[config.mk]
export PLATFORM = sky130hd
export DESIGN_NAME = mfd_arc_unit
export DESIGN_NICKNAME = d
export VERILOG_FILES = /design/src/design/mfd_pkg.sv /design/src/design/mfd_arc_unit.sv
export SDC_FILE = /design/constraint.sdc
export NUM_CORES = 1
export LEC_CHECK = 0
export BUFFER_PORTS_ARGS = -buffer_cell sky130_fd_sc_hd__buf_2
export CAP_MARGIN = 20
export CORE_UTILIZATION = 45
export DETAILED_ROUTE_END_ITERATION = 12
export PLACE_DENSITY = 0.8
export SLEW_MARGIN = 20
export SYNTH_ARGS = -nofsm -noshare
export SYNTH_HDL_FRONTEND = slang
export SYNTH_SLANG_ARGS = --single-unit
[constraint.sdc]
create_clock -name vclk -period 2.75
set_clock_uncertainty 0.05 [all_clocks]
set_input_delay 0.1375 -clock vclk [all_inputs]
set_output_delay 0.1375 -clock vclk [all_outputs]
set_load 0.01 [all_outputs]
[src/design/mfd_pkg.sv]
// Shared types, codes and constants of the Dinic max-flow block.
`default_nettype none
package mfd_pkg;

    // Default sizes
    localparam int MAX_NODES_DEF = 32;
    localparam int MAX_EDGES_DEF = 256;
    localparam int CAP_BITS_DEF  = 16;

    // Fixed port widths
    localparam int IN_NODE_W = 5;
    localparam int IN_NODES  = 1 << IN_NODE_W;
    localparam int IN_CAP_W  = 16;
    localparam int FLOW_W    = 24;
    localparam int CFG_IDX_W = 2;
    localparam int CFG_DAT_W = 5;

    // Starting bottleneck of an augmenting path when capacities have 30 bits or more
    localparam logic [31:0] BN_INIT = 32'h3f3f_3f3f;

    // Configuration register indexes
    localparam logic [CFG_IDX_W-1:0] CFG_SOURCE = 2'd0;
    localparam logic [CFG_IDX_W-1:0] CFG_SINK   = 2'd1;

    // Sequencer states
    typedef enum logic [4:0] {
        ST_IDLE,
        ST_START,
        ST_BFS_INIT,
        ST_BFS_DEQ,
        ST_BFS_RD,
        ST_BFS_EV,
        ST_PHASE_CHK,
        ST_FP_INIT,
        ST_FP_RD,
        ST_FP_EV,
        ST_FP_FAIL,
        ST_FP_POP,
        ST_AUG_MRD,
        ST_AUG_MEV,
        ST_UPD_RD,
        ST_UPD_EV,
        ST_DONE
    } t_state;

    // Compare results of the arc unit
    typedef struct packed {
        logic tail_match;
        logic has_res;
        logic below_bn;
    } t_arc_flags;

endpackage
`default_nettype wire

[src/design/mfd_arc_unit.sv]
// Shared arc unit: picks one arc of a stored pair, compares it, updates residuals.
`default_nettype none
module mfd_arc_unit #(
    parameter int NB = 5,
    parameter int CW = 16
) (
    input  wire [2*NB+2*CW-1:0]  i_row,
    input  wire                  i_odd,
    input  wire [NB-1:0]         i_node,
    input  wire [CW-1:0]         i_bn,
    output logic [NB-1:0]        o_tail,
    output logic [NB-1:0]        o_head,
    output logic [CW-1:0]        o_res,
    output mfd_pkg::t_arc_flags  o_flags,
    output logic [2*NB+2*CW-1:0] o_row_upd
);
    logic [NB-1:0] w_from;
    logic [NB-1:0] w_to;
    logic [CW-1:0] w_fwd;
    logic [CW-1:0] w_rev;
    logic [CW-1:0] w_dec;
    logic [CW-1:0] w_inc;

    assign {w_from, w_to, w_fwd, w_rev} = i_row;

    // Select forward or reverse arc of the pair
    always_comb begin
        o_tail = i_odd ? w_to   : w_from;
        o_head = i_odd ? w_from : w_to;
        o_res  = i_odd ? w_rev  : w_fwd;
    end

    // Compares against the current node and bottleneck
    always_comb begin
        o_flags.tail_match = (o_tail == i_node);
        o_flags.has_res    = (o_res != '0);
        o_flags.below_bn   = (o_res < i_bn);
    end

    // Push bottleneck along the arc, return it on the partner
    always_comb begin
        w_dec = o_res - i_bn;
        w_inc = (i_odd ? w_fwd : w_rev) + i_bn;
        if (i_odd) begin
            o_row_upd = {w_from, w_to, w_inc, w_dec};
        end else begin
            o_row_upd = {w_from, w_to, w_dec, w_inc};
        end
    end
endmodule
`default_nettype wire

==> reports/results.tsv, run 1 <==
stage	metric	value	unit
status	status	complete, no violations	
sta	holdWs	0.437	ns
drt	remaining_drc_errors	0	
placement	gp_congestion	0.985	
logic_synthesis	ys_top_cells_by_area	mux2_2, ha_1, nand2_1, a21oi_1, inv_1	
worst_setup_path	cp.required	2.56	ns
drt	antenna_left	0	
drt	wire_per_inst	15.6	um
logic_synthesis	muxShareOfSynthArea	0.196	
placement	dpl_cell_area	4040	um2
logic_synthesis	synthSimpleGateAreaFrac	0.193	
worst_setup_path	cp_num_buf_inv	6	
sta	final.setup.worst_slack	0.0694	ns
cells_and_area	area_delta_synth_final	45.8	%
logic_synthesis	ys_seq_area_frac	0	
sta	fmax	373	MHz
global_routing	overflow	0	
logic_synthesis	syn_area_per_cell	7.44	um2
worst_setup_path	end_kind	primary output	
logic_synthesis	synth_cells	396	
floorplanning	die_h	82.9	um
drt	dr.pass1.iters	4	
worst_setup_path	cp_max_fo	18	
drt	routed_wirelength	10100	um
logic_synthesis	synthTopCellsByCount	mux2_2, nand2_1, inv_1, ha_1, a21oi_1	
worst_setup_path	cp.arrival	2.49	ns
floorplanning	die-area	6880	um2
sta	slew_headroom	0.657	
clock_tree	cts_hold_buf	0	
floorplanning	initial_core_util	0.464	
drt	drt_iter0_markers	238	
sta	period_needed	2.68	ns
global_routing	grt_usage	0.276	
worst_setup_path	slowest_stage	ha_1	
placement	pre_cts_slack	-0.111	ns
floorplanning	rows	29	
worst_setup_path	path_class	in2out	
power	ir_drop	0.164	mV
logic_synthesis	netlist_area	2950	um2
worst_setup_path	crit_top_cell	buf_4	
placement	dp_hpwl	8300	um
logic_synthesis	synth-xor-area-share	0.0777	
global_routing	antenna_found_initial	0	
cells_and_area	finalInstanceArea	4300	um2
cells_and_area	clock_buffers	0	
drt	dr_total_vias	3734	
worst_setup_path	crit_family	buffers and inverters	
logic_synthesis	synthDistinctLibCells	60	
power	powerDensity	309	nW/um2
logic_synthesis	synth_fp_nets	493	
cells_and_area	drive_gt1_frac	0.538	
logic_synthesis	synth_compound_area_frac	0.272	
floorplanning	die_w	82.9	um
cells_and_area	seq_cell_count	0	
sta	slew_violations	0	
placement	port_buffers	135	
sta	hold_viol	0	
floorplanning	core	6350	um2
logic_synthesis	yosysTopAreaCell	mux2_2	
sta	post-route-period-util	0.975	
global_routing	grt_pass1_vias	3579	
cells_and_area	nets	670	
cells_and_area	ff_latch_area	0	um2
logic_synthesis	yosys.area_share.adder	0.145	
logic_synthesis	synth_top_family_by_area	compound AO/OA/AOI/OAI gates	
drt	vias_per_cell	5.76	
worst_setup_path	slowest_delay	0.38	ns
logic_synthesis	yosys.area.top_type_share	0.176	
logic_synthesis	ys_warn_count	0	
power	power_leakage	2.12	nW
worst_setup_path	worstPathCellList	buf_6 -> buf_12 -> buf_4 -> mux2_2 -> ha_1 -> inv_1 -> a211oi_2 -> buf_4 -> o211ai_2 -> and3_4 -> o31ai_2 -> buf_2	
job	maxCapViolCount	0	
global_routing	grt_pass1_wl	16100	um
global_routing	grt_max_degree	21	
worst_setup_path	startpoint_type	input pin	
sta	setup_viol	0	
worst_hold_path	min_path_type	in2out	
floorplanning	io_pins	135	
sta	tightest_slew	0.509	ns
logic_synthesis	synth_most_common_cell	mux2_2	
cells_and_area	diodes	0	
[stage by stage]
step	cells	util	TNS (ns)	power, mW
floorplan	396	-	0	0.766
global placement	643	0.635	-0.233	1.19
detailed placement	643	0.635	-0.975	1.21
global route	648	0.677	-0.0522	1.44
CTS	646	0.651	0	1.26
finish	648	0.677	0	1.33
[what timing repair did]
| item | CTS | global route |
|---|---|---|
| pin swaps | 7 | 5 |
| resized for setup | 16 | 30 |
| setup buffers | 3 | 2 |
| endpoints found under the hold margin | 0 | 0 |
| setup endpoints to repair | 16 | 19 |
[logic make-up (layout without fill, tap and decap cells)]
group,after synthesis,count (layout)
multiplexers,52,52
AND/OR/NAND/NOR,111,111
buffers and inverters,63,238
XOR/XNOR,23,23
AO/OA/AOI/OAI,114,114
adder cells (fa/ha/maj),33,33
[cell type report]
class	count	area [um2]
Timing Repair Buffer	206	1240
Multi-Input combinational cell	333	2840
Inverter	32	120
Fill cell	539	2050
Tap cell	77	96.3
[metal layers]
metal	vias to the layer above	global-route usage	part of all wire
met5	-	0	0
li1	1816	-	-
met3	22	0.0258	0.061
met1	1746	0.335	0.41
met4	0	0.0799	0.023
met2	150	0.509	0.51
[where the power goes]
part,switching (mW),internal [mW]
clock,0,0
sequential,0,0
combinational,0.697,0.632
total,0.697,0.632
[worst paths after layout]
path      start            end  slack (ns)  cells after the start
max       i_odd  o_row_upd[11]        0.07                     12
min   i_row[36]  o_row_upd[36]        0.44                      2
[layout by cell type, fill, tap and decap left out, types with 8 or more instances in the layout]
cell type  instances
buf_2            133
buf_4             69
mux2_2            44
nand2_1           35
inv_1             31
ha_1              26
nand3_1           18
a21oi_1           18
o21ai_0           15
nor2_1            14
xnor2_1           11
a21oi_2            9
xor2_1             9
a21o_1             8
No activity file was read; power rests on OpenSTA's default activity.
==> run 2: changes to the inputs <==
==> constraint.sdc (replaced) <==
create_clock -name vclk -period 2.75
set_clock_uncertainty 0.05 [all_clocks]
set_input_delay 0.1375 -clock vclk [all_inputs]
set_output_delay 0.1375 -clock vclk [all_outputs]
set_load 0.02 [all_outputs]
==> run 2 against run 1 <==
  * Die area unchanged
  * Core utilization up 4.8 points
  * Via count up 3.9%
  * Setup slack worse by 0.038 ns
  * Sequential share of layout area unchanged
  * Final cell count up 1.7%
  * Wire length up 7.2%
  * First-iteration DRC count down 27%
  * Clock-buffer cell count unchanged
  * Hold slack better by 0.031 ns
  * Global-route usage about the same
  * Largest power group unchanged
==> reports/results.tsv, run 2 (synthesized netlist as in run 1, its figures left out) <==
stage	metric	value	unit	change
cells_and_area	seq_cell_count	0		unchanged
floorplanning	io_pins	135		unchanged
drt	dr_total_vias	3879		+3.9%
global_routing	antenna_found_initial	0		unchanged
power	clkPwrFrac	0		unchanged
floorplanning	die_w	82.9	um	unchanged
sta	fmax	368	MHz	-1.4%
power	finalPower	1.59	mW	+20%
worst_hold_path	min_path_type	in2out		
worst_setup_path	cp.required	2.56	ns	about the same
worst_setup_path	startpoint_type	input pin		
status	status	complete, no violations		
sta	final.setup.worst_slack	0.0315	ns	-0.0379 ns
power	power_frac_seq	0		unchanged
worst_setup_path	cp.arrival	2.53	ns	+0.04 ns
global_routing	grt_pass1_wl	15800	um	-1.9%
cells_and_area	nets	681		+1.6%
global_routing	grt_pass1_vias	3548		-0.87%
placement	gp_congestion	0.983		-0.14%
sta	setup_viol	0		unchanged
worst_setup_path	endpoint	o_row_upd[26]		
worst_setup_path	cp_num_buf_inv	3		-3
drt	dr.pass1.iters	5		+1
floorplanning	die-area	6880	um2	unchanged
cells_and_area	area_delta_synth_final	56.2	%	
floorplanning	rows	29		unchanged
sta	period_needed	2.72	ns	+0.0379 ns
sta	rsz0062_at_grt	true		
sta	tns	0	ns	unchanged
worst_setup_path	path_depth	11		-1
placement	dp_hpwl	8610	um	+3.7%
global_routing	overflow	0		unchanged
power	p_switching	876	uW	+26%
cells_and_area	fillers	491		-8.9%
cells_and_area	finalInstanceArea	4600	um2	+7.1%
sta	tightest_slew	0.467	ns	-0.0414 ns
power	ir_drop	0.249	mV	+52%
drt	remaining_drc_errors	0		unchanged
worst_setup_path	end_kind	primary output		
cells_and_area	utilization	0.725		+0.0479
worst_setup_path	worstPathCellList	buf_6 -> buf_12 -> mux2_2 -> ha_4 -> a21o_1 -> a21oi_2 -> a211oi_2 -> nor2b_1 -> xnor2_1 -> mux2_2 -> buf_2		
worst_setup_path	path_class	in2out		
worst_setup_path	cp_max_fo	9		-9
power	switching_share	0.551		+0.0270
cells_and_area	final_common_cell	buf_2		
worst_setup_path	crit_top_cell	mux2_2		
drt	wire_per_inst	16.5	um	+5.4%
sta	slew_headroom	0.689		+0.0312
worst_setup_path	crit_family	compound AO/OA/AOI/OAI gates		
cells_and_area	layout_common_cells	buf_2, buf_4, mux2_2		
drt	vias_per_cell	5.89		+2.1%
sta	post-route-period-util	0.989		+0.0138
cells_and_area	ff_latch_area	0	um2	unchanged
drt	drt_iter0_markers	174		-27%
sta	hold_viol	0		unchanged
placement	pre_cts_slack	-0.179	ns	-0.0679 ns
global_routing	grt_max_degree	23		+9.5%
floorplanning	core	6350	um2	unchanged
floorplanning	die_h	82.9	um	unchanged
drt	routed_wirelength	10900	um	+7.2%
placement	dpl_cell_area	4150	um2	+2.9%
power	powerDensity	345	nW/um2	+12%
drt	antenna_left	0		unchanged
worst_setup_path	slowest_stage	mux2_2		
floorplanning	initial_core_util	0.464		unchanged
cells_and_area	clock_buffers	0		unchanged
cells_and_area	drive_gt1_frac	0.564		+0.0259
global_routing	grt_usage	0.275		-0.000419
sta	slew_violations	0		unchanged
worst_setup_path	crit_path_start	i_odd		
clock_tree	cts_hold_buf	0		unchanged
worst_setup_path	slowest_delay	0.36	ns	-0.02 ns
power	power_leakage	2.19	nW	+3.5%
power	combPwrFrac	1.000		about the same
placement	port_buffers	135		unchanged
cells_and_area	diodes	0		unchanged
job	maxCapViolCount	0		unchanged
power	p_int	713	uW	+13%
[run 2: cell count changes in the layout (fill, tap and decap cells not counted), moves of 3 or more]
cell,change
mux2i_1,-3
buf_2,-6
ha_1,-6
buf_6,+3
buf_4,+15
ha_4,+6
a21oi_2,-3
nand3_1,-3
a21oi_1,+3
[run 2: timing repair]
item                                    4_1_cts  5_1_grt
endpoints found under the setup margin       21       21
pin swaps                                     6       13
gates resized for setup                      22       42
buffers inserted                              3        7
[run 2: layout make-up]
type	count	area (um2)	area share
Inverter	32	120	0.0261
Multi-Input combinational cell	333	3040	0.661
Tap cell	77	96.3	0.0209
Timing Repair Buffer	217	1340	0.292
[run 2: worst min path at each step]
stage | from | to | slack (ns) | cells past startpoint
floorplan | i_row[32] | o_row_upd[32] | 0.34 | 1
global placement | i_row[32] | o_row_upd[32] | 0.46 | 2
detailed placement | i_row[33] | o_row_upd[33] | 0.47 | 2
CTS | i_row[33] | o_row_upd[33] | 0.47 | 2
global route | i_row[40] | o_row_upd[40] | 0.48 | 2
finish | i_row[33] | o_row_upd[33] | 0.47 | 2
[run 2: power by group through the flow]
stage               sequential (mW)  clock (mW)  combinational (mW)
CTS                               0           0                1.46
global placement                  0           0                1.38
detailed placement                0           0                1.40
floorplan                         0           0               0.929
finish                            0           0                1.59
global route                      0           0                1.69
[run 2: routing by layer]
metal | global-route usage | routed length, um | up-vias
met3 | 0.0199 | 676 | 21
met4 | 0.0784 | 292 | 0
met1 | 0.332 | 4350 | 1833
met5 | 0 | 0 | -
met2 | 0.517 | 5540 | 176
li1 | - | - | 1849
[run 2: per-stage QoR]
| stage | hold slack, ns | instances |
|---|---|---|
| floorplan | 0.338 | 396 |
| global placement | 0.464 | 649 |
| detailed placement | 0.468 | 649 |
| CTS | 0.469 | 652 |
| global route | 0.478 | 659 |
| finish | 0.469 | 659 |
