==> config.mk <==
export PLATFORM = sky130hd
export DESIGN_NAME = mfd_ram
export DESIGN_NICKNAME = d
export VERILOG_FILES = /design/src/design/mfd_ram.sv
export SDC_FILE = /design/constraint.sdc
export NUM_CORES = 1
export LEC_CHECK = 0
export BUFFER_PORTS_ARGS = -buffer_cell sky130_fd_sc_hd__buf_2
export CELL_PAD_IN_SITES_DETAIL_PLACEMENT = 0
export CELL_PAD_IN_SITES_GLOBAL_PLACEMENT = 2
export CORE_MARGIN = 2
export CORE_UTILIZATION = 48
export CTS_CLUSTER_DIAMETER = 150
export DETAILED_ROUTE_END_ITERATION = 10
export GPL_TIMING_DRIVEN = 0
export PLACE_DENSITY = 0.76
export SLEW_MARGIN = 40
export SYNTH_ARGS = -nofsm -noshare
export SYNTH_HDL_FRONTEND = slang
export SYNTH_SLANG_ARGS = --single-unit
export TNS_END_PERCENT = 10
==> constraint.sdc <==
create_clock -name i_clk -period 2.4 [get_ports i_clk]
set_clock_uncertainty 0.15 [all_clocks]
set_input_delay 0.24 -clock i_clk [delete_from_list [all_inputs] [get_ports i_clk]]
set_output_delay 0.24 -clock i_clk [all_outputs]
set_load 0.02 [all_outputs]
==> src/design/mfd_ram.sv <==
// Generic single-write, single-read RAM with registered read data.
`default_nettype none
module mfd_ram #(
    parameter int WIDTH = 8,
    parameter int DEPTH = 16,
    localparam int ADDR_W = (DEPTH > 1) ? $clog2(DEPTH) : 1
) (
    input  wire                 i_clk,
    input  wire                 i_we,
    input  wire [ADDR_W-1:0]    i_waddr,
    input  wire [WIDTH-1:0]     i_wdata,
    input  wire [ADDR_W-1:0]    i_raddr,
    output logic [WIDTH-1:0]    o_rdata
);
    logic [WIDTH-1:0] r_mem [DEPTH];

    // Write port
    always_ff @(posedge i_clk) begin
        if (i_we) begin
            r_mem[i_waddr] <= i_wdata;
        end
    end

    // Registered read port
    always_ff @(posedge i_clk) begin
        o_rdata <= r_mem[i_raddr];
    end
endmodule
`default_nettype wire

==> results.json, run 1 <==
{
  "outcome": "completed",
  "detailroute.via_count": 2357,
  "synthesis.yosys.warnings": 0,
  "hpwlAfterDp_mm": 6.00,
  "cts_buffers": 17,
  "synth_cell_types": 19,
  "pwr_density_cell_mw_per_mm2": 895,
  "post_route_cells_drive_above_1_share_pct": 30.0,
  "worst_ep_arrival_time_ns": 1.58,
  "cell_depth_of_the_worst_min_delay_path": 4,
  "cts_max_path_buffers": 2,
  "cts_post_setup_buffers_inserted": 0,
  "layout.filler_cells": 781,
  "async_flop_share_pct": 0,
  "post-place-cells": 389,
  "grt_pass1_wl_mm": 14.3,
  "syn_area_mm2": 0.00515,
  "cts_tree": "yes",
  "ir_worst_vdd_mv": 0.492,
  "timing.final.hold_violations": 0,
  "final.setup.tns_ns": 0,
  "place_worst_setup_slack_ns": 0.309,
  "clock_latency_ns": 0.51,
  "finalInstanceArea_mm2": 0.00614,
  "max_freq_mhz": 630,
  "synth.area.top_cells": "sky130_fd_sc_hd__edfxtp_1 75%, sky130_fd_sc_hd__mux4_2 7.9%, sky130_fd_sc_hd__mux4_1 7.1%",
  "tightest_slew_ns": 0.800,
  "routed_via_density": 5.49,
  "cts.htree.levels": 4,
  "synth-main-ff-cell": "sky130_fd_sc_hd__edfxtp_1",
  "pwr-share-seq_pct": 48.6,
  "vertical_extent_of_the_die_um": 108,
  "final_nets": 298,
  "grt_overflow": 0,
  "cts_sinks": 136,
  "gate_power_share_pct": 5.1,
  "sw_frac_of_total_pct": 19.4,
  "timing.critical_path.fanout_max": 8,
  "synth_top_cells_by_count": "128 x sky130_fd_sc_hd__edfxtp_1, 18 x sky130_fd_sc_hd__mux4_2, 16 x sky130_fd_sc_hd__a22oi_1",
  "drv_cap": 0,
  "worstReg2RegEnd": "o_rdata[5]$_DFF_P_",
  "routed_wl_mm": 9.76,
  "grt_pass1_vias": 2404,
  "ys_seq_area_share_pct": 77.8,
  "wire_per_inst_um": 22.7,
  "route.detailed.drc": 0,
  "port_buffers": 24,
  "root_buffer": "sky130_fd_sc_hd__clkbuf_8",
  "grt_setup_unrepaired": "false",
  "grt_use_total_pct": 18.6,
  "place_area_mm2": 0.00546,
  "worstRegToRegCells": 3,
  "post_route_ant_nets": 0,
  "hold_path.startpoint": "i_raddr[1]",
  "synth-edff-count": 128,
  "r2r_start": "r_mem[1][5]$_DFFE_PP_",
  "fp.coreArea_mm2": 0.0104,
  "detail_route.iter0.violations": 136,
  "die_area_mm2": 0.0116,
  "synth_nets": 247,
  "area_growth_pct": 19.3,
  "cts.clk_slew.worst_paths_ns": 0.06,
  "max_slew_margin_pct": 46.4,
  "internal-power_w": 0.00443,
  "postSynthRegisterBits": 136,
  "ratio_of_final_minimum_period_to_clock_period_pct": 66.1,
  "initial_core_util_pct": 49.6,
  "synth_area_per_cell_um2": 22.5,
  "period_minus_slack_ns": 1.59,
  "gp_congestion": 0.722,
  "slew_violations": 0,
  "power.leakage_nw": 2.07,
  "timing.critical_path.required_ns": 2.39,
  "final_cell_count_no_fill": 429,
  "clock_power_share_pct": 46.3,
  "reg2reg_setup_slack_ns": 0.88,
  "crit_type": "in -> reg",
  "worst_setup_path_end_kind": "flip-flop",
  "die_x_um": 108,
  "grt_start_max_net_pins": 17,
  "rows": 37,
  "syn-instance-count": 229,
  "boundary_pin_count": 26,
  "drt_pre_antenna_iters": 4,
  "min_delay_worst_endpoint": "o_rdata[0]$_DFF_P_",
  "fin_ws_ns": 0.813,
  "grt_antenna_before_repair": 0,
  "power.total_w": 0.00549,
  "finalSetupViolCount": 0,
  "yosysMostFrequentCell": "sky130_fd_sc_hd__edfxtp_1",
  "fraction_of_post_synthesis_cell_area_in_the_top_cell_type_by_area_pct": 74.7,
  "power.net_switching_w": 0.00107,
  "worstSetupStartpointType": "primary input",
  "antenna_cells": 0,
  "synth_top_cell_by_area": "sky130_fd_sc_hd__edfxtp_1",
  "worst_hold_path_type": "in -> reg"
}
==> per-stage QoR <==
step | hold WS (ns) | utilization [%]
floorplan | 0.189 | -
global placement | 0.488 | 52.4
detailed placement | 0.500 | 52.6
CTS | 0.0379 | 59.1
global route | 0.0785 | 59.2
finish | 0.0615 | 59.2
==> power by group through the flow <==
stage	Clock [W]	Combinational (W)	Sequential, W
2_1_floorplan	0	0.000135	0.00274
3_3_place_gp	0	0.000267	0.00271
3_5_place_dp	0	0.000273	0.00272
4_1_cts	0.00259	0.000284	0.00267
5_1_grt	0.00268	0.000304	0.00267
6_report	0.00254	0.000282	0.00267
==> critical path: stages <==
cell,delay [ns]
sky130_fd_sc_hd__buf_2,0.12
sky130_fd_sc_hd__or3b_2,0.57
sky130_fd_sc_hd__nor2_1,0.65
==> kinds of logic (layout without fill, tap and decap cells) <==
family	Yosys count	in the layout	share of synthesized area (%)
DFF	136	136	77.8
muxes	32	32	15.0
buffers and inverters	10	74	1.68
and+or+nand+nor	35	35	3.18
AOI/OAI and AO/OA	16	16	2.33
==> registers in the layout, indices dropped and copies added, names as in the netlist <==
register  cells
r_mem       128
o_rdata       8
==> layer usage <==
| layer | part of all wire [%] | up-vias | global-route usage, % | wire (um) |
|---|---|---|---|---|
| met5 | 0 | - | 0 | 0 |
| met4 | 0.59 | 0 | 5.77 | 58 |
| met3 | 6.2 | 6 | 5.99 | 605 |
| met2 | 49 | 71 | 27.8 | 4760 |
| met1 | 44 | 1203 | 26.3 | 4330 |
| li1 | - | 1077 | - | - |
==> what timing repair did <==
item	CTS	global route
resized for setup	0	0
endpoints found under the hold margin	128	0
hold buffers	8	0
==> cell usage in the layout, fill, tap and decap left out, types with 3 or more instances in the layout <==
cell type,Yosys,final
sky130_fd_sc_hd__a22oi_1,16,16
sky130_fd_sc_hd__buf_2,3,27
sky130_fd_sc_hd__buf_6,3,3
sky130_fd_sc_hd__bufinv_16,0,3
sky130_fd_sc_hd__clkbuf_1,0,3
sky130_fd_sc_hd__clkbuf_16,0,16
sky130_fd_sc_hd__clkbuf_8,0,4
sky130_fd_sc_hd__clkdlybuf4s25_2,3,3
sky130_fd_sc_hd__clkinv_2,0,5
sky130_fd_sc_hd__dfxtp_1,8,8
sky130_fd_sc_hd__dlygate4sd3_1,0,8
sky130_fd_sc_hd__edfxtp_1,128,128
sky130_fd_sc_hd__mux4_1,14,14
sky130_fd_sc_hd__mux4_2,18,18
sky130_fd_sc_hd__nand2_1,9,9
sky130_fd_sc_hd__nor2_1,13,11
sky130_fd_sc_hd__nor3_2,0,3
==> how the worst max path moves through the flow <==
stage                          start               endpoint  depth (start not counted)  slack [ns]
after floorplan           i_waddr[2]  r_mem[0][0]$_DFFE_PP_                          2        0.52
after detailed placement  i_waddr[2]  r_mem[0][7]$_DFFE_PP_                          3        0.31
final                     i_waddr[2]  r_mem[3][6]$_DFFE_PP_                          3        0.81
after global routing      i_waddr[2]  r_mem[3][2]$_DFFE_PP_                          3        0.79
after CTS                 i_waddr[2]  r_mem[0][6]$_DFFE_PP_                          3        0.86
after global placement    i_waddr[2]  r_mem[0][7]$_DFFE_PP_                          3       -0.07
==> cell type report <==
type | instances | area (um^2) | share of cell area (%)
plain buffers | 10 | 86.3 | 1.41
well taps | 136 | 170 | 2.77
multi-input cells | 83 | 1090 | 17.7
clock buffers | 23 | 467 | 7.60
clock inverters | 9 | 123 | 2.00
repair buffers | 32 | 200 | 3.26
flip-flops and latches | 136 | 4000 | 65.2
Power figures use the tool's default switching activity.
==> run 2: changes to the inputs <==
ABC_AREA = 1   (was default)
CORE_UTILIZATION = 36   (was 48)
PLACE_DENSITY = 0.72   (was 0.76)
clock period = 1.4 ns   (was 2.4 ns; I/O delays follow)
==> run 2 against run 1 <==
Against the previous run: critical path type unchanged; cell count rose by 92%; first-iteration DRC count grew 140%; non-clock buffer count rose by 8; critical endpoint is now r_mem[10][7]$_DFFE_PP_; final area up 10%; synthesized cell count up 140%.
==> results.json, run 2 <==
{
  "layout_common_cells": "173 x sky130_fd_sc_hd__nand2_1, 128 x sky130_fd_sc_hd__edfxtp_1, 100 x sky130_fd_sc_hd__inv_1",
  "layout.area.seq_mm2": 0.00400,
  "ys_seq_area_share_pct": 69.4,
  "postSynthRegisterBits": 136,
  "route.detailed.drc": 0,
  "grt_overflow": 0,
  "synth_cell_types": 12,
  "largest-register": "r_mem",
  "synth-edff-count": 128,
  "crit_type": "in -> reg",
  "place_worst_setup_slack_ns": -0.297,
  "async_flop_share_pct": 0,
  "vertical_extent_of_the_die_um": 131,
  "routed_via_density": 4.61,
  "most_frequent_standard_cell_in_the_layout_excluding_fill_and_tap_cells": "sky130_fd_sc_hd__nand2_1",
  "outcome": "completed",
  "timing.final.hold_violations": 0,
  "grt_start_max_net_pins": 17,
  "largest_reg_flops": 128,
  "fin_worst_hold_slack_ns": 0.00801,
  "gp_congestion": 0.767,
  "initial_core_util_pct": 36.6,
  "synth_nets": 569,
  "grt_antenna_before_repair": 0,
  "post_route_cells_drive_above_1_share_pct": 13.3,
  "clock_latency_ns": 0.42,
  "syn-instance-count": 551,
  "die_area_mm2": 0.0170,
  "drv_cap": 0,
  "syn_area_mm2": 0.00577,
  "antenna_cells": 0,
  "worstSetupStartpointType": "primary input",
  "largestRegisters": "r_mem: 128 flops, o_rdata: 8 flops",
  "slew_violations": 0,
  "reg2reg_setup_slack_ns": 0.20,
  "final_nets": 614,
  "grt_use_total_pct": 19.6,
  "drt_pre_antenna_iters": 5,
  "synth.area.top_cells": "sky130_fd_sc_hd__edfxtp_1 67%, sky130_fd_sc_hd__nand2_1 11%, sky130_fd_sc_hd__nand3_1 8.4%",
  "synthesis.yosys.warnings": 0,
  "max_freq_mhz": 791,
  "rows": 46,
  "post-place-cells": 789,
  "ratio_of_final_minimum_period_to_clock_period_pct": 90.3,
  "finalSetupViolCount": 0,
  "synth_top_cell_by_area": "sky130_fd_sc_hd__edfxtp_1",
  "detail_route.iter0.violations": 320,
  "r2r_start": "r_mem[14][0]$_DFFE_PP_",
  "routed_wl_mm": 15.5,
  "ir_worst_vdd_mv": 0.792,
  "timing.critical_path.fanout_max": 8,
  "cts_tree": "yes",
  "layout.filler_cells": 1549,
  "timing.critical_path.required_ns": 1.29,
  "final.setup.tns_ns": 0,
  "final_cell_count_no_fill": 825,
  "detailroute.via_count": 3802,
  "hold_path.startpoint": "i_wdata[5]",
  "worst_hold_path_type": "in -> reg",
  "hpwlAfterDp_mm": 9.96,
  "worstRegToRegCells": 6,
  "period_minus_slack_ns": 1.26,
  "cell_depth_of_the_worst_min_delay_path": 1,
  "area_growth_pct": 17.6,
  "worst_ep_arrival_time_ns": 1.16,
  "cts_sinks": 136,
  "port_buffers": 22,
  "cts_max_path_buffers": 2,
  "yosysMostFrequentCell": "sky130_fd_sc_hd__nand2_1",
  "synth_top_cells_by_count": "173 x sky130_fd_sc_hd__nand2_1, 128 x sky130_fd_sc_hd__edfxtp_1, 100 x sky130_fd_sc_hd__inv_1",
  "tightest_slew_ns": 0.806,
  "pwr_density_cell_mw_per_mm2": 1410,
  "max_slew_margin_pct": 46.0,
  "boundary_pin_count": 26,
  "power.leakage_nw": 2.90,
  "wire_per_inst_um": 18.8,
  "fin_ws_ns": 0.136,
  "die_x_um": 131,
  "root_buffer": "sky130_fd_sc_hd__clkbuf_16",
  "synth_area_per_cell_um2": 10.5,
  "worst_setup_path_end_kind": "flip-flop",
  "multi_input_combinational_cell_area_mm2": 0.00124,
  "synth-main-ff-cell": "sky130_fd_sc_hd__edfxtp_1",
  "grt_setup_unrepaired": "false",
  "post_route_ant_nets": 0,
  "power.total_w": 0.00958,
  "cts.htree.levels": 4,
  "grt_pass1_vias": 3561,
  "grt_pass1_wl_mm": 22.9,
  "worstReg2RegEnd": "o_rdata[0]$_DFF_P_",
  "fp.coreArea_mm2": 0.0158,
  "fraction_of_post_synthesis_cell_area_in_the_top_cell_type_by_area_pct": 66.7,
  "cts_buffers": 17,
  "cts.clk_slew.worst_paths_ns": 0.06,
  "min_delay_worst_endpoint": "r_mem[11][5]$_DFFE_PP_"
}
==> run 2: cell count changes in the layout (fill, tap and decap cells not counted), moves of 14 or more <==
| cell | delta |
|---|---|
| sky130_fd_sc_hd__nand3_1 | +96 |
| sky130_fd_sc_hd__a22oi_1 | -16 |
| sky130_fd_sc_hd__nand2_1 | +164 |
| sky130_fd_sc_hd__mux4_1 | -14 |
| sky130_fd_sc_hd__inv_1 | +100 |
| sky130_fd_sc_hd__mux4_2 | -18 |
==> run 2: timing repair <==
action	4_1_cts	5_1_grt
hold buffers	4	0
buffers inserted	0	0
gates resized for setup	0	0
hold endpoints to repair	49	0
==> run 2: critical path, stage by stage <==
cell and delay (ns):
sky130_fd_sc_hd__buf_2 0.12, sky130_fd_sc_hd__nand3b_1 0.24, sky130_fd_sc_hd__nor2_1 0.66
==> run 2: cells by family (layout without fill, tap and decap cells) <==
logic type | count (synthesis) | count (layout) | share of synthesized area [%]
buffers and inverters | 126 | 184 | 9.52
DFF | 136 | 136 | 69.4
and+or+nand+nor | 289 | 289 | 21.0
==> run 2: routing by layer <==
| layer | GRT usage [%] | routed length, um | up-vias |
|---|---|---|---|
| li1 | - | - | 1862 |
| met1 | 29.0 | 7560 | 1810 |
| met2 | 28.5 | 6880 | 106 |
| met3 | 3.91 | 749 | 24 |
| met4 | 7.63 | 279 | 0 |
| met5 | 0 | 0 | - |
==> run 2: through the flow <==
step                      utilization (%)  instance area, um^2
after floorplan                         -                 5770
after global placement               39.0                 6150
after detailed placement             39.1                 6170
after CTS                            43.0                 6780
after global routing                 43.0                 6780
final                                43.0                 6780
==> run 2: area by class of cell <==
type | count | share of cell area [%]
clock buffer | 19 | 6.38
multi-input combinational | 289 | 18.3
timing repair buffer | 26 | 2.21
inverter | 102 | 5.65
sequential | 136 | 59.1
tap | 216 | 3.99
clock inverter | 13 | 1.99
buffer | 24 | 2.45
==> run 2: how the worst max path moves through the flow <==
stage                    start                      to  slack (ns)  depth (start not counted)
floorplan           i_waddr[2]  r_mem[10][0]$_DFFE_PP_        0.16                          2
global placement    i_waddr[3]   r_mem[6][1]$_DFFE_PP_       -0.47                          3
detailed placement  i_waddr[3]   r_mem[6][1]$_DFFE_PP_       -0.30                          3
CTS                       i_we  r_mem[14][7]$_DFFE_PP_        0.14                          3
global route        i_waddr[2]  r_mem[11][2]$_DFFE_PP_        0.06                          3
finish              i_waddr[2]  r_mem[10][7]$_DFFE_PP_        0.14                          3
==> run 2: power by group <==
part	switching, W	internal, W
Combinational	0.000470	0.000183
Sequential	0.0000210	0.00455
Clock	0.00160	0.00275
Total	0.00210	0.00748
==> run 3: changes to the inputs <==
CORE_UTILIZATION = 43   (was 36)
PLACE_DENSITY = 0.81   (was 0.72)
clock period = 1.5 ns   (was 1.4 ns; I/O delays follow)
==> run 3 against run 2 <==
Against the previous run: core utilization is 8.1 points higher; first-iteration DRC count shrank 16%; clock power shrank 7.6%; die area decreased by 16%; count of clock-buffer cells in the layout increased by 7; register-to-register slack better by 0.12 ns; global-route usage increased by 2.0 points; routed wire length shrank 6.0%; final area shrank 0.55%; via count decreased by 0.97%; cell count shrank 4.8%; sequential share of layout area increased by 0.33 points; highest routed layer unchanged.
==> results.json, run 3 (synthesis results as in run 2) <==
{
  "outcome": "completed",
  "timing.final.hold_violations": 0,
  "clock_latency_ns": 0.42,
  "routed_wl_mm": 14.5,
  "root_buffer": "sky130_fd_sc_hd__clkbuf_16",
  "cts_sinks": 136,
  "max_freq_mhz": 777,
  "pwr_density_cell_mw_per_mm2": 1320,
  "post_route_ant_nets": 0,
  "grt_pass1_vias": 3555,
  "port_buffers": 22,
  "area_growth_pct": 16.9,
  "layout_common_cells": "173 x sky130_fd_sc_hd__nand2_1, 128 x sky130_fd_sc_hd__edfxtp_1, 100 x sky130_fd_sc_hd__inv_1",
  "gp_congestion": 0.831,
  "boundary_pin_count": 26,
  "cts.htree.levels": 4,
  "ratio_of_final_minimum_period_to_clock_period_pct": 85.8,
  "drt_pre_antenna_iters": 4,
  "drv_cap": 0,
  "worst_hold_path_type": "in -> reg",
  "r2r_start": "r_mem[10][1]$_DFFE_PP_",
  "worst_setup_path_end_kind": "flip-flop",
  "grt_antenna_before_repair": 0,
  "timing.critical_path.fanout_max": 8,
  "initial_core_util_pct": 43.7,
  "routed_via_density": 4.80,
  "layout.filler_cells": 1191,
  "final_nets": 614,
  "fin_worst_hold_slack_ns": 0.0211,
  "slew_violations": 0,
  "grt_setup_unrepaired": "false",
  "grt_start_max_net_pins": 17,
  "period_minus_slack_ns": 1.29,
  "cts_post_setup_buffers_inserted": 0,
  "vertical_extent_of_the_die_um": 120,
  "cpMaxStageDelayCell": "sky130_fd_sc_hd__nor2_1",
  "route.detailed.drc": 0,
  "path_cells": "buf_2 > nand3b_1 > nor2_1",
  "rows": 42,
  "wire_per_inst_um": 18.5,
  "timing.critical_path.required_ns": 1.40,
  "detailroute.via_count": 3765,
  "worst_ep_arrival_time_ns": 1.19,
  "grt_use_total_pct": 21.6,
  "critical_path.n_buffers_inverters": 1,
  "grt_pass1_wl_mm": 21.5,
  "post_route_cells_drive_above_1_share_pct": 13.8,
  "hold_path.startpoint": "i_raddr[2]",
  "antenna_cells": 0,
  "cts_max_path_buffers": 2,
  "detail_route.iter0.violations": 270,
  "finalSetupViolCount": 0,
  "cts_tree": "yes",
  "grt_overflow": 0,
  "max_slew_margin_pct": 46.2,
  "worstSetupStartpointType": "primary input",
  "power.leakage_nw": 2.92,
  "fp.coreArea_mm2": 0.0132,
  "cts_resized": 0,
  "cp_top_family": "simple AND/OR/NAND/NOR gates",
  "largest_reg_flops": 128,
  "largestRegisters": "r_mem: 128 flops, o_rdata: 8 flops",
  "startpoint": "i_waddr[2]",
  "critical-path-max-stage-delay_ns": 0.67,
  "holdBufCountCts": 4,
  "crit_type": "in -> reg",
  "cts.clk_slew.worst_paths_ns": 0.05,
  "tightest_slew_ns": 0.803,
  "hpwlAfterDp_mm": 9.37,
  "die_x_um": 120,
  "cts_buffers": 17,
  "final.setup.tns_ns": 0,
  "ir_worst_vdd_mv": 0.993,
  "die_area_mm2": 0.0144,
  "largest-register": "r_mem",
  "most_frequent_standard_cell_in_the_layout_excluding_fill_and_tap_cells": "sky130_fd_sc_hd__nand2_1"
}
[run 3: cell count changes in the layout (fill, tap and decap cells not counted), sizes merged]
| cell | change |
|---|---|
| clkbuf | +7 |
| bufinv | -3 |
| clkinv | -4 |
[run 3: layout make-up]
class | instances | area [um^2] | share of cell area [%]
Clock inverter | 6 | 32.5 | 0.482
Timing Repair Buffer | 26 | 150 | 2.23
Multi-Input combinational cell | 289 | 1230 | 18.3
Tap cell | 176 | 220 | 3.27
Clock buffer | 26 | 553 | 8.20
Inverter | 102 | 383 | 5.68
Buffer | 24 | 166 | 2.47
Sequential cell | 136 | 4000 | 59.4
[run 3: worst paths after layout]
check | slack [ns] | end | depth (start not counted)
setup reg to reg | 0.32 | o_rdata[1]$_DFF_P_ | 6
setup / recovery | 0.21 | r_mem[10][0]$_DFFE_PP_ | 3
hold reg to reg | 0.54 | o_rdata[2]$_DFF_P_ | 6
hold / removal | 0.02 | o_rdata[4]$_DFF_P_ | 4
[run 3: metrics by stage]
| step | setup WS, ns | cells | cell area [um^2] | utilization [%] | power [W] |
|---|---|---|---|---|---|
| final | 0.213 | 785 | 6740 | 51.1 | 0.00889 |
| after global routing | 0.114 | 785 | 6740 | 51.1 | 0.00913 |
| after CTS | 0.198 | 785 | 6740 | 51.1 | 0.00894 |
| after detailed placement | -0.225 | 749 | 6120 | 46.4 | 0.00494 |
| after global placement | -0.324 | 749 | 6100 | 46.2 | 0.00493 |
| after floorplan | 0.249 | 551 | 5770 | - | 0.00468 |
[run 3: power by group]
part	switching [W]	internal [W]	total [W]
registers	0.0000194	0.00425	0.00427
clock network	0.00150	0.00253	0.00402
logic	0.000426	0.000171	0.000597
total	0.00194	0.00695	0.00889
[run 3: metal layers]
| layer | global-route usage, % | wire length (um) | share of wire [%] | vias to the layer above |
|---|---|---|---|---|
| li1 | - | - | - | 1870 |
| met1 | 30.2 | 6860 | 47 | 1763 |
| met2 | 32.8 | 6620 | 46 | 107 |
| met3 | 4.18 | 660 | 4.5 | 25 |
| met4 | 10.2 | 395 | 2.7 | 0 |
| met5 | 0 | 0 | 0 | - |
[run 3: worst min-delay path: cells and delay by family]
family | cells | cell delay, ns
buf+inv | 1 | 0.16
simple gates | 3 | 0.25
